File: src/hdl/afk_pkg.sv
// afk_pkg: shared widths, constants and types for the arm forward kinematics unit
// no dependencies
`default_nettype none
package afk_pkg;
  localparam int ANGLE_BITS = 16;
  localparam int COORD_BITS = 18;
  localparam int LEN_BITS = 14;
  localparam int OFF_BITS = 15;
  localparam int IDX_BITS = 3;
  localparam int DATA_BITS = 16;

  localparam logic [34:0] PHASE_MUL = 35'd10937044410;
  localparam logic [30:0] Q30_ONE = 31'd1073741824;
  localparam logic [31:0] A1 = 32'd1686629714;
  localparam logic [31:0] A3 = 32'd693598670;
  localparam logic [31:0] A5 = 32'd85569306;
  localparam logic [31:0] A7 = 32'd5026996;
  localparam logic [31:0] A9 = 32'd172272;

  typedef enum logic [IDX_BITS-1:0] {
    REG_UPPER = 3'd0,
    REG_FORE  = 3'd1,
    REG_HAND  = 3'd2,
    REG_EOFF  = 3'd3,
    REG_WOFF  = 3'd4
  } reg_idx_t;

  typedef struct packed {
    logic [LEN_BITS-1:0]        upper;
    logic [LEN_BITS-1:0]        fore;
    logic [LEN_BITS-1:0]        hand;
    logic signed [OFF_BITS-1:0] eoff;
    logic signed [OFF_BITS-1:0] woff;
  } cfg_t;
endpackage
`default_nettype wire

File: src/hdl/afk_regs.sv
// afk_regs: configuration register file with write channel
// depends on afk_pkg
`default_nettype none
module afk_regs import afk_pkg::*; (
  input  wire logic                 clk,
  input  wire logic                 rst,
  input  wire logic                 cfg_valid,
  output logic                      cfg_ready,
  input  wire logic [IDX_BITS-1:0]  cfg_index,
  input  wire logic [DATA_BITS-1:0] cfg_data,
  output cfg_t                      cfg
);
  assign cfg_ready = 1'b1;
  always_ff @(posedge clk) begin
    if (rst) begin
      cfg.upper <= LEN_BITS'(1638);
      cfg.fore <= LEN_BITS'(1638);
      cfg.hand <= LEN_BITS'(819);
      cfg.eoff <= '0;
      cfg.woff <= '0;
    end else if (cfg_valid) begin
      unique case (cfg_index)
        REG_UPPER: cfg.upper <= cfg_data[LEN_BITS-1:0];
        REG_FORE:  cfg.fore <= cfg_data[LEN_BITS-1:0];
        REG_HAND:  cfg.hand <= cfg_data[LEN_BITS-1:0];
        REG_EOFF:  cfg.eoff <= cfg_data[OFF_BITS-1:0];
        REG_WOFF:  cfg.woff <= cfg_data[OFF_BITS-1:0];
        default: ;
      endcase
    end
  end
endmodule
`default_nettype wire

File: config.mk
export PLATFORM = sky130hd
export DESIGN_NAME = afk_regs
export DESIGN_NICKNAME = d
export VERILOG_FILES = /design/src/hdl/afk_pkg.sv /design/src/hdl/afk_regs.sv
export SDC_FILE = /design/constraint.sdc
export NUM_CORES = 1
export LEC_CHECK = 0
export ABC_CLOCK_PERIOD_IN_PS = 1850
export BUFFER_PORTS_ARGS = -buffer_cell sky130_fd_sc_hd__buf_2
export CORE_AREA = 8 8 95 97
export CTS_BUF_LIST = sky130_fd_sc_hd__clkbuf_16
export DETAILED_ROUTE_END_ITERATION = 10
export DIE_AREA = 0 0 103 105
export HOLD_SLACK_MARGIN = 0.02
export SLEW_MARGIN = 20
export SYNTH_ARGS = -nofsm -noshare
export SYNTH_HDL_FRONTEND = slang
export SYNTH_SLANG_ARGS = --single-unit
File: constraint.sdc
create_clock -name clk -period 1.85 [get_ports clk]
set_input_delay 0.4625 -clock clk [delete_from_list [all_inputs] [get_ports clk]]
set_output_delay 0.4625 -clock clk [all_outputs]
set_load 0.05 [all_outputs]
---- After elaboration in Yosys (flattened, before gate mapping) ----
Cells that the tools add are included.
word-level totals
  bits of input ports ..................... 22
  latch bits .............................. 0
  output and inout bits ................... 73
  memory bits (writable) .................. 0
  ROM bits ................................ 0
  register bits after elaboration ......... 72
  memories kept ........................... 0
operators by class
  magnitude comparators ................... 0
  $add $sub $neg .......................... 0
  shift-type cells ........................ 0
  div/mod/pow operators ................... 0
  multipliers ............................. 0
  reduce and logical (&&, ||, !) cells .... 6
  multiplexer cells ....................... 0
  bitwise logic cells ..................... 0
  eq/ne operators ......................... 4
operators by type and width
  kind                number
  $reduce_and 2->1    5
  $eq 3x2->1 const B  2
  $eq 3x1->1 const B  1
  $eq 3x3->1 const B  1
  $logic_not 3->1     1

---- Depth between registers and ports, before layout ----
Gate-level depths: netlist of the first run.
  word-level depth ........................ 2
  gate-level depth with buffers ........... 5

---- Worst setup path after synthesis of the first run ----
Ideal clock, no wire load.
  path kind ............................... input-to-reg
  start point ............................. in cfg_index[0]
  end point ............................... reg cfg[67] (netlist bit)
  stages .................................. 4
  path slack .............................. 347 ps
  buffers on the path ..................... 2
  arrival ................................. 1380 ps
  library setup time ...................... 123 ps
  data required time ...................... 1727 ps
  cells stage by stage .................... or4b_1 -> buf_6 -> buf_12 -> mux2i_1
on the way
  cells in the longest elaborated chain, start to end .. 2
ends and longest elaborated chain
  item                               RTL line        text
  start: declaration                 afk_regs.sv:9   input wire logic [IDX_BITS-1:0] cfg_index,
  $logic_not 3->1                    afk_regs.sv:22  unique case (cfg_index)
  $reduce_and 2->1 (no source line)  n/a
  end: declaration                   afk_regs.sv:11  output cfg_t cfg
Every way passes these cells.
A chain may end at the register's enable or synchronous reset.

---- Final worst setup path of the first run ----
  start point ............................. reg cfg[48] (netlist bit)
  end point ............................... out cfg[48] (netlist bit)
No word-level cell between the ends.

==> results of run 1 <==
## stage by stage
step	hold slack, ps	instances
finish	434.0	467
global route	451.6	467
CTS	430.6	467
detailed placement	460.6	451
global placement	458.1	451
floorplan	629.9	270
## cell usage in the layout (no fill, tap or decap), types with 2 or more instances in the layout
cell type,synthesis,layout
clkbuf_16,0,9
nand2b_1,69,69
nor2_1,27,27
bufinv_16,0,5
clkinv_1,0,2
buf_4,1,7
dfxtp_1,72,72
mux2i_1,72,72
nand4bb_1,3,3
buf_2,7,92
## cell families after synthesis
kind of cell,synth area share
and+or+nand+nor,0.2132
muxes,0.2486
DFF,0.4972
buffers and inverters,0.03971
other,0.001294
## cells in the mapped netlist, drive strengths merged
cell type and number:
clkbuf 11, or4b 1, nand4b 1, nor4bb 1
mux2i 72, and4b 1, nand2b 69, dfxtp 72
nor2 27, and4bb 1, nand4bb 3, conb 1
buf 10
## metal layers
| layer | part of all wire | global-route usage | up-vias | routed length, microns |
|---|---|---|---|---|
| met5 | 0 | 0 | - | 0 |
| met4 | 0.011 | 0.06515 | 0 | 82 |
| met3 | 0.065 | 0.03782 | 5 | 466 |
| met2 | 0.44 | 0.1993 | 50 | 3159 |
| met1 | 0.48 | 0.1721 | 976 | 3428 |
| li1 | - | - | 1070 | - |
## power by group through the flow
| stage | Clock, mW | Combinational [mW] | Sequential (mW) |
|---|---|---|---|
| finish | 2.20 | 0.356 | 1.60 |
| global route | 2.32 | 0.379 | 1.61 |
| CTS | 2.25 | 0.362 | 1.60 |
| detailed placement | 0 | 0.361 | 1.64 |
| global placement | 0 | 0.358 | 1.64 |
| floorplan | 0 | 0.137 | 1.76 |
## layout make-up
cell class / count / area, sq um / area share
Multi-Input combinational cell: 177 / 1358 / 0.3533
Sequential cell: 72 / 1441 / 0.3751
Tap cell: 102 / 127.6 / 0.03321
Clock inverter: 7 / 157.7 / 0.04103
Clock buffer: 9 / 225.2 / 0.05861
Timing Repair Buffer: 100 / 533.0 / 0.1387
## worst reg2reg max path: stages, from the launching register on
cell	delay (ps)
dfxtp_1	320
nor2_1	110
mux2i_1	70
## worst max path at each step
stage / depth (start not counted) / slack [ps] / endpoint / from
floorplan: 4 / 350 / cfg[67]$_SDFFE_PP1P_ / cfg_index[0]
global placement: 4 / 230 / cfg[69]$_SDFFE_PP0P_ / cfg_index[0]
detailed placement: 4 / 210 / cfg[71]$_SDFFE_PP0P_ / cfg_index[0]
CTS: 1 / 430 / cfg[0] / cfg[0]$_SDFFE_PP0P_
global route: 1 / 400 / cfg[25] / cfg[25]$_SDFFE_PP0P_
finish: 1 / 440 / cfg[48] / cfg[48]$_SDFFE_PP0P_
==> summary.txt, run 1 <==
Placed design
  • Cell Area, Placed: 0.003460 sq mm
  • Port Buf Inserts: 92
  • Routability cong.: 0.7298
  • HPWL after DPL: 5250 microns
  • Pre-CTS setup slack: 214.4 ps

Synthesis
  • Syn_area_per_cell: 10.74 sq um
  • Top cell type's share of synthesized area: 0.4972
  • Seq/Total Area, Yosys: 0.4972
  • Yosys cell types: 16
  • Cell Area, Synth: 0.002899 sq mm
  • Area leader, netlist: dfxtp_1
  • Yosys warnings: 0
  • Synthesized net count: 292
  • Flops & latches, synth: 72
  • Synth Instances: 270
  • Synth area leaders: dfxtp_1 (50%), mux2i_1 (25%), nand2b_1 (15%), nor2_1 (3.5%), clkbuf_1 (1.4%)

Run status
  • Status: complete, no violations

Routing
  • TritonRoute pass-1 iters: 4
  • Drt wl/cell: 15.28 microns
  • Total Wirelength: 7135 microns
  • Number of vias per cell: 4.499
  • Drt drc: 0
  • Post-route ant nets: 0
  • Initial DRC Count: 56
  • DR vias: 2101

Critical path
  • R2r endpoint: cfg[31]$_SDFFE_PP1P_
  • CP required: 1390 ps
  • Max stage delay on crit path: 350 ps
  • Critical Path Slowest Stage Cell: dfxtp_1
  • CP Capture Type: primary output
  • CP Launch Type: flop
  • Worst setup path class: reg -> out
  • Worst Reg2Reg Path Length in Cells: 2
  • Worst R2R Start: cfg[31]$_SDFFE_PP1P_
  • Setup slack, reg-to-reg: 1240 ps
  • CP arrival: 950 ps
  • CP Cell Sequence: buf_2
  • Kind of cell adding the most delay to the critical path: flip-flops
  • Max FO, Critical Path: 2
  • Critical path buffers and inverters: 1

Clock tree
  • Clock Latency Late Sink: 310 ps
  • CTS sink count: 72
  • CTS Buf Count: 9
  • Post-CTS setup buffer count: 0
  • Clock Pin Slew Worst Setup and Hold Paths: 60 ps
  • H-tree depth: 3
  • Clock buffer depth: 2
  • Gates resized, CTS repair: 0
  • CTS tree: yes
  • Cts hold-fix bufs: 0
  • Clock root buffer: clkbuf_16

Timing
  • Final Skew: 0 ps
  • Period utilization: 0.7636
  • # setup viols final: 0
  • Final max-slew violation count: 0
  • FMAX: 707.9 MHz
  • Final setup margin: 437.4 ps
  • Fin crit period: 1413 ps
  • RSZ-0062 raised after global routing: no
  • Setup TNS Final: 0 ps
  • Final hold vios: 0

Power
  • Sw power: 879.9 uW
  • Power per cell area: 1083 mW/mm^2
  • VDD IR max: 0.0004359 V
  • Reg power frac: 0.385
  • Leakage: 1.935 nW
  • Final Power: 4.161 mW
  • Switch share: 0.2115
  • Int Power: 3.281 mW
  • Clk network pwr share: 0.529
  • Comb pwr share: 0.086

Global routing
  • Largest net degree at the start of global routing: 50
  • Antenna violations before repair: 0
  • Total global-route track usage: 0.1339
  • Overflow after GRT: 0
  • Global-route wire length before repair: 11160 microns
  • Vias in the first global route: 2087

Cells and area
  • Largest regs: cfg (72)
  • Nets: 382
  • Diodes inserted: 0
  • Final Util: 0.5105
  • Ratio of cells with drive above 1 in the final layout: 0.3178
  • # fillers: 739
  • Largest Register: cfg
  • Synth-to-Final Area Change: 32.54%
  • Max reg flops: 72
  • Fin area: 0.003842 sq mm

Min path
  • Worst hold path endpoint: cfg[30]$_SDFFE_PP1P_
  • Hold Path Class: in -> reg
  • Hold Crit Depth: 3
  • Hold wc startpoint: cfg_data[0]

Floorplanning
  • Site row count: 32
  • Starting Density: 0.3851
  • Core area: 0.007527 sq mm
  • I/O pin count: 95
  • Die Y: 105 microns
  • Die Footprint: 0.01082 sq mm
  • Die width: 103 microns

Flow run
  • Max Cap Viol: 0
No activity file was read; power rests on OpenSTA's default activity.
==> run 2: changes to the inputs <==
--- a/config.mk
+++ b/config.mk
@@ -5,7 +5,7 @@
 export SDC_FILE = /design/constraint.sdc
 export NUM_CORES = 1
 export LEC_CHECK = 0
-export ABC_CLOCK_PERIOD_IN_PS = 1850
+export ABC_CLOCK_PERIOD_IN_PS = 1300
 export BUFFER_PORTS_ARGS = -buffer_cell sky130_fd_sc_hd__buf_2
 export CORE_AREA = 8 8 95 97
 export CTS_BUF_LIST = sky130_fd_sc_hd__clkbuf_16
==> constraint.sdc (replaced) <==
create_clock -name clk -period 1.3 [get_ports clk]
set_input_delay 0.325 -clock clk [delete_from_list [all_inputs] [get_ports clk]]
set_output_delay 0.325 -clock clk [all_outputs]
set_load 0.05 [all_outputs]
==> summary.txt, run 2 (same netlist as run 1, synthesis figures left out) <==
Run status
  • Status: complete, no violations

Clock tree
  • Clock Pin Slew Worst Setup and Hold Paths: 50 ps
  • CTS sink count: 72
  • H-tree depth: 3
  • Clock Latency Late Sink: 320 ps
  • CTS Buf Count: 9
  • Clock root buffer: clkbuf_16
  • CTS tree: yes
  • Clock buffer depth: 2

Placed design
  • HPWL after DPL: 5402 microns
  • Routability cong.: 0.7681
  • Cell Area, Placed: 0.003578 sq mm
  • Pre-CTS setup slack: -128.1 ps
  • Port Buf Inserts: 92

Critical path
  • CP Launch Type: flop
  • Critical path buffers and inverters: 1
  • CP arrival: 930 ps
  • Critical Path Slowest Stage Cell: dfxtp_1
  • CP Capture Type: primary output
  • CP Cell Sequence: buf_2
  • Max FO, Critical Path: 2
  • Max stage delay on crit path: 340 ps
  • Worst setup path class: reg -> out
  • Kind of cell adding the most delay to the critical path: flip-flops
  • CP required: 980 ps
  • Setup slack, reg-to-reg: 660 ps

Global routing
  • Total global-route track usage: 0.1392
  • Antenna violations before repair: 0
  • Overflow after GRT: 0
  • Vias in the first global route: 2330
  • Largest net degree at the start of global routing: 52
  • Global-route wire length before repair: 11650 microns

Routing
  • DR vias: 2160
  • Total Wirelength: 7308 microns
  • Number of vias per cell: 4.509
  • Initial DRC Count: 50
  • Post-route ant nets: 0
  • TritonRoute pass-1 iters: 4
  • Drt drc: 0
  • Drt wl/cell: 15.26 microns

Cells and area
  • Final Util: 0.5130
  • Diodes inserted: 0
  • Most common cell after layout, fill and taps aside: buf_2
  • Synth-to-Final Area Change: 33.19%
  • Most used cells in the layout excluding fill and tap cells: buf_2 (91), mux2i_1 (72), dfxtp_1 (72)
  • Ratio of cells with drive above 1 in the final layout: 0.3369
  • Largest regs: cfg (72)
  • Max reg flops: 72
  • Nets: 394
  • Largest Register: cfg
  • Fin area: 0.003861 sq mm

Timing
  • Final Skew: 0 ps
  • FMAX: 794.6 MHz
  • # setup viols final: 0
  • Final setup margin: 41.44 ps
  • RSZ-0062 raised after global routing: no
  • Fin crit period: 1259 ps
  • Final max-slew violation count: 0
  • Final hold vios: 0
  • Period utilization: 0.9681

Floorplanning
  • I/O pin count: 95
  • Die Footprint: 0.01082 sq mm
  • Starting Density: 0.3851
  • Die Y: 105 microns
  • Site row count: 32
  • Core area: 0.007527 sq mm
  • Die width: 103 microns

Power
  • Leakage: 1.967 nW
  • Power per cell area: 1325 mW/mm^2
  • VDD IR max: 0.0006446 V

Flow run
  • Max Cap Viol: 0

Min path
  • Hold Path Class: in -> reg
run 2: changes by cell type in the layout (fill, tap and decap cells not counted), sizes merged:
cell | previous run | this run
inv | 0 | 2
clkbuf | 9 | 10
clkinv | 2 | 4
buf | 100 | 111
bufinv | 5 | 1
run 2: layer usage:
layer	vias to the layer above	global-route usage	share of wire
met4	0	0.06412	0.013
met2	52	0.2113	0.46
met1	1009	0.1750	0.46
met3	5	0.04247	0.068
met5	-	0	0
li1	1094	-	-
run 2: report_power, final:
part           switching, mW  total [mW]  internal [mW]
Clock                  0.841        2.29           1.45
Sequential            0.0246        2.28           2.26
Combinational          0.352       0.542          0.190
run 2: path summary, 6_finish.rpt:
check,from,endpoint,depth (start not counted)
max,cfg[68]$_SDFFE_PP1P_,cfg[68],1
min,cfg_data[0],cfg[30]$_SDFFE_PP1P_,3
max reg2reg,cfg[35]$_SDFFE_PP1P_,cfg[35]$_SDFFE_PP1P_,2
min reg2reg,cfg[16]$_SDFFE_PP0P_,cfg[16]$_SDFFE_PP0P_,2
run 2: cell type report:
cell class	instances	area [sq um]
Timing Repair Buffer	112	650.6
Tap cell	102	127.6
Multi-Input combinational cell	177	1361
Clock buffer	9	225.2
Clock inverter	7	55.05
Sequential cell	72	1441
Fill cell	734	3666
run 2: repair_timing:
| action | CTS | global route |
|---|---|---|
| gates resized for setup | 0 | 1 |
| hold buffers | 0 | 0 |
| setup buffers | 0 | 0 |
| endpoints found under the setup margin | 0 | 1 |
run 2: per-stage QoR:
step	power (mW)	std cells	hold WS [ps]	TNS [ps]
2_1_floorplan	2.694	270	492.4	-484.9
3_3_place_gp	2.871	463	457.5	-2121
3_5_place_dp	2.876	463	461.3	-2412
4_1_cts	5.178	479	290.5	0
5_1_grt	5.338	479	310.3	0
6_report	5.115	479	295.8	0
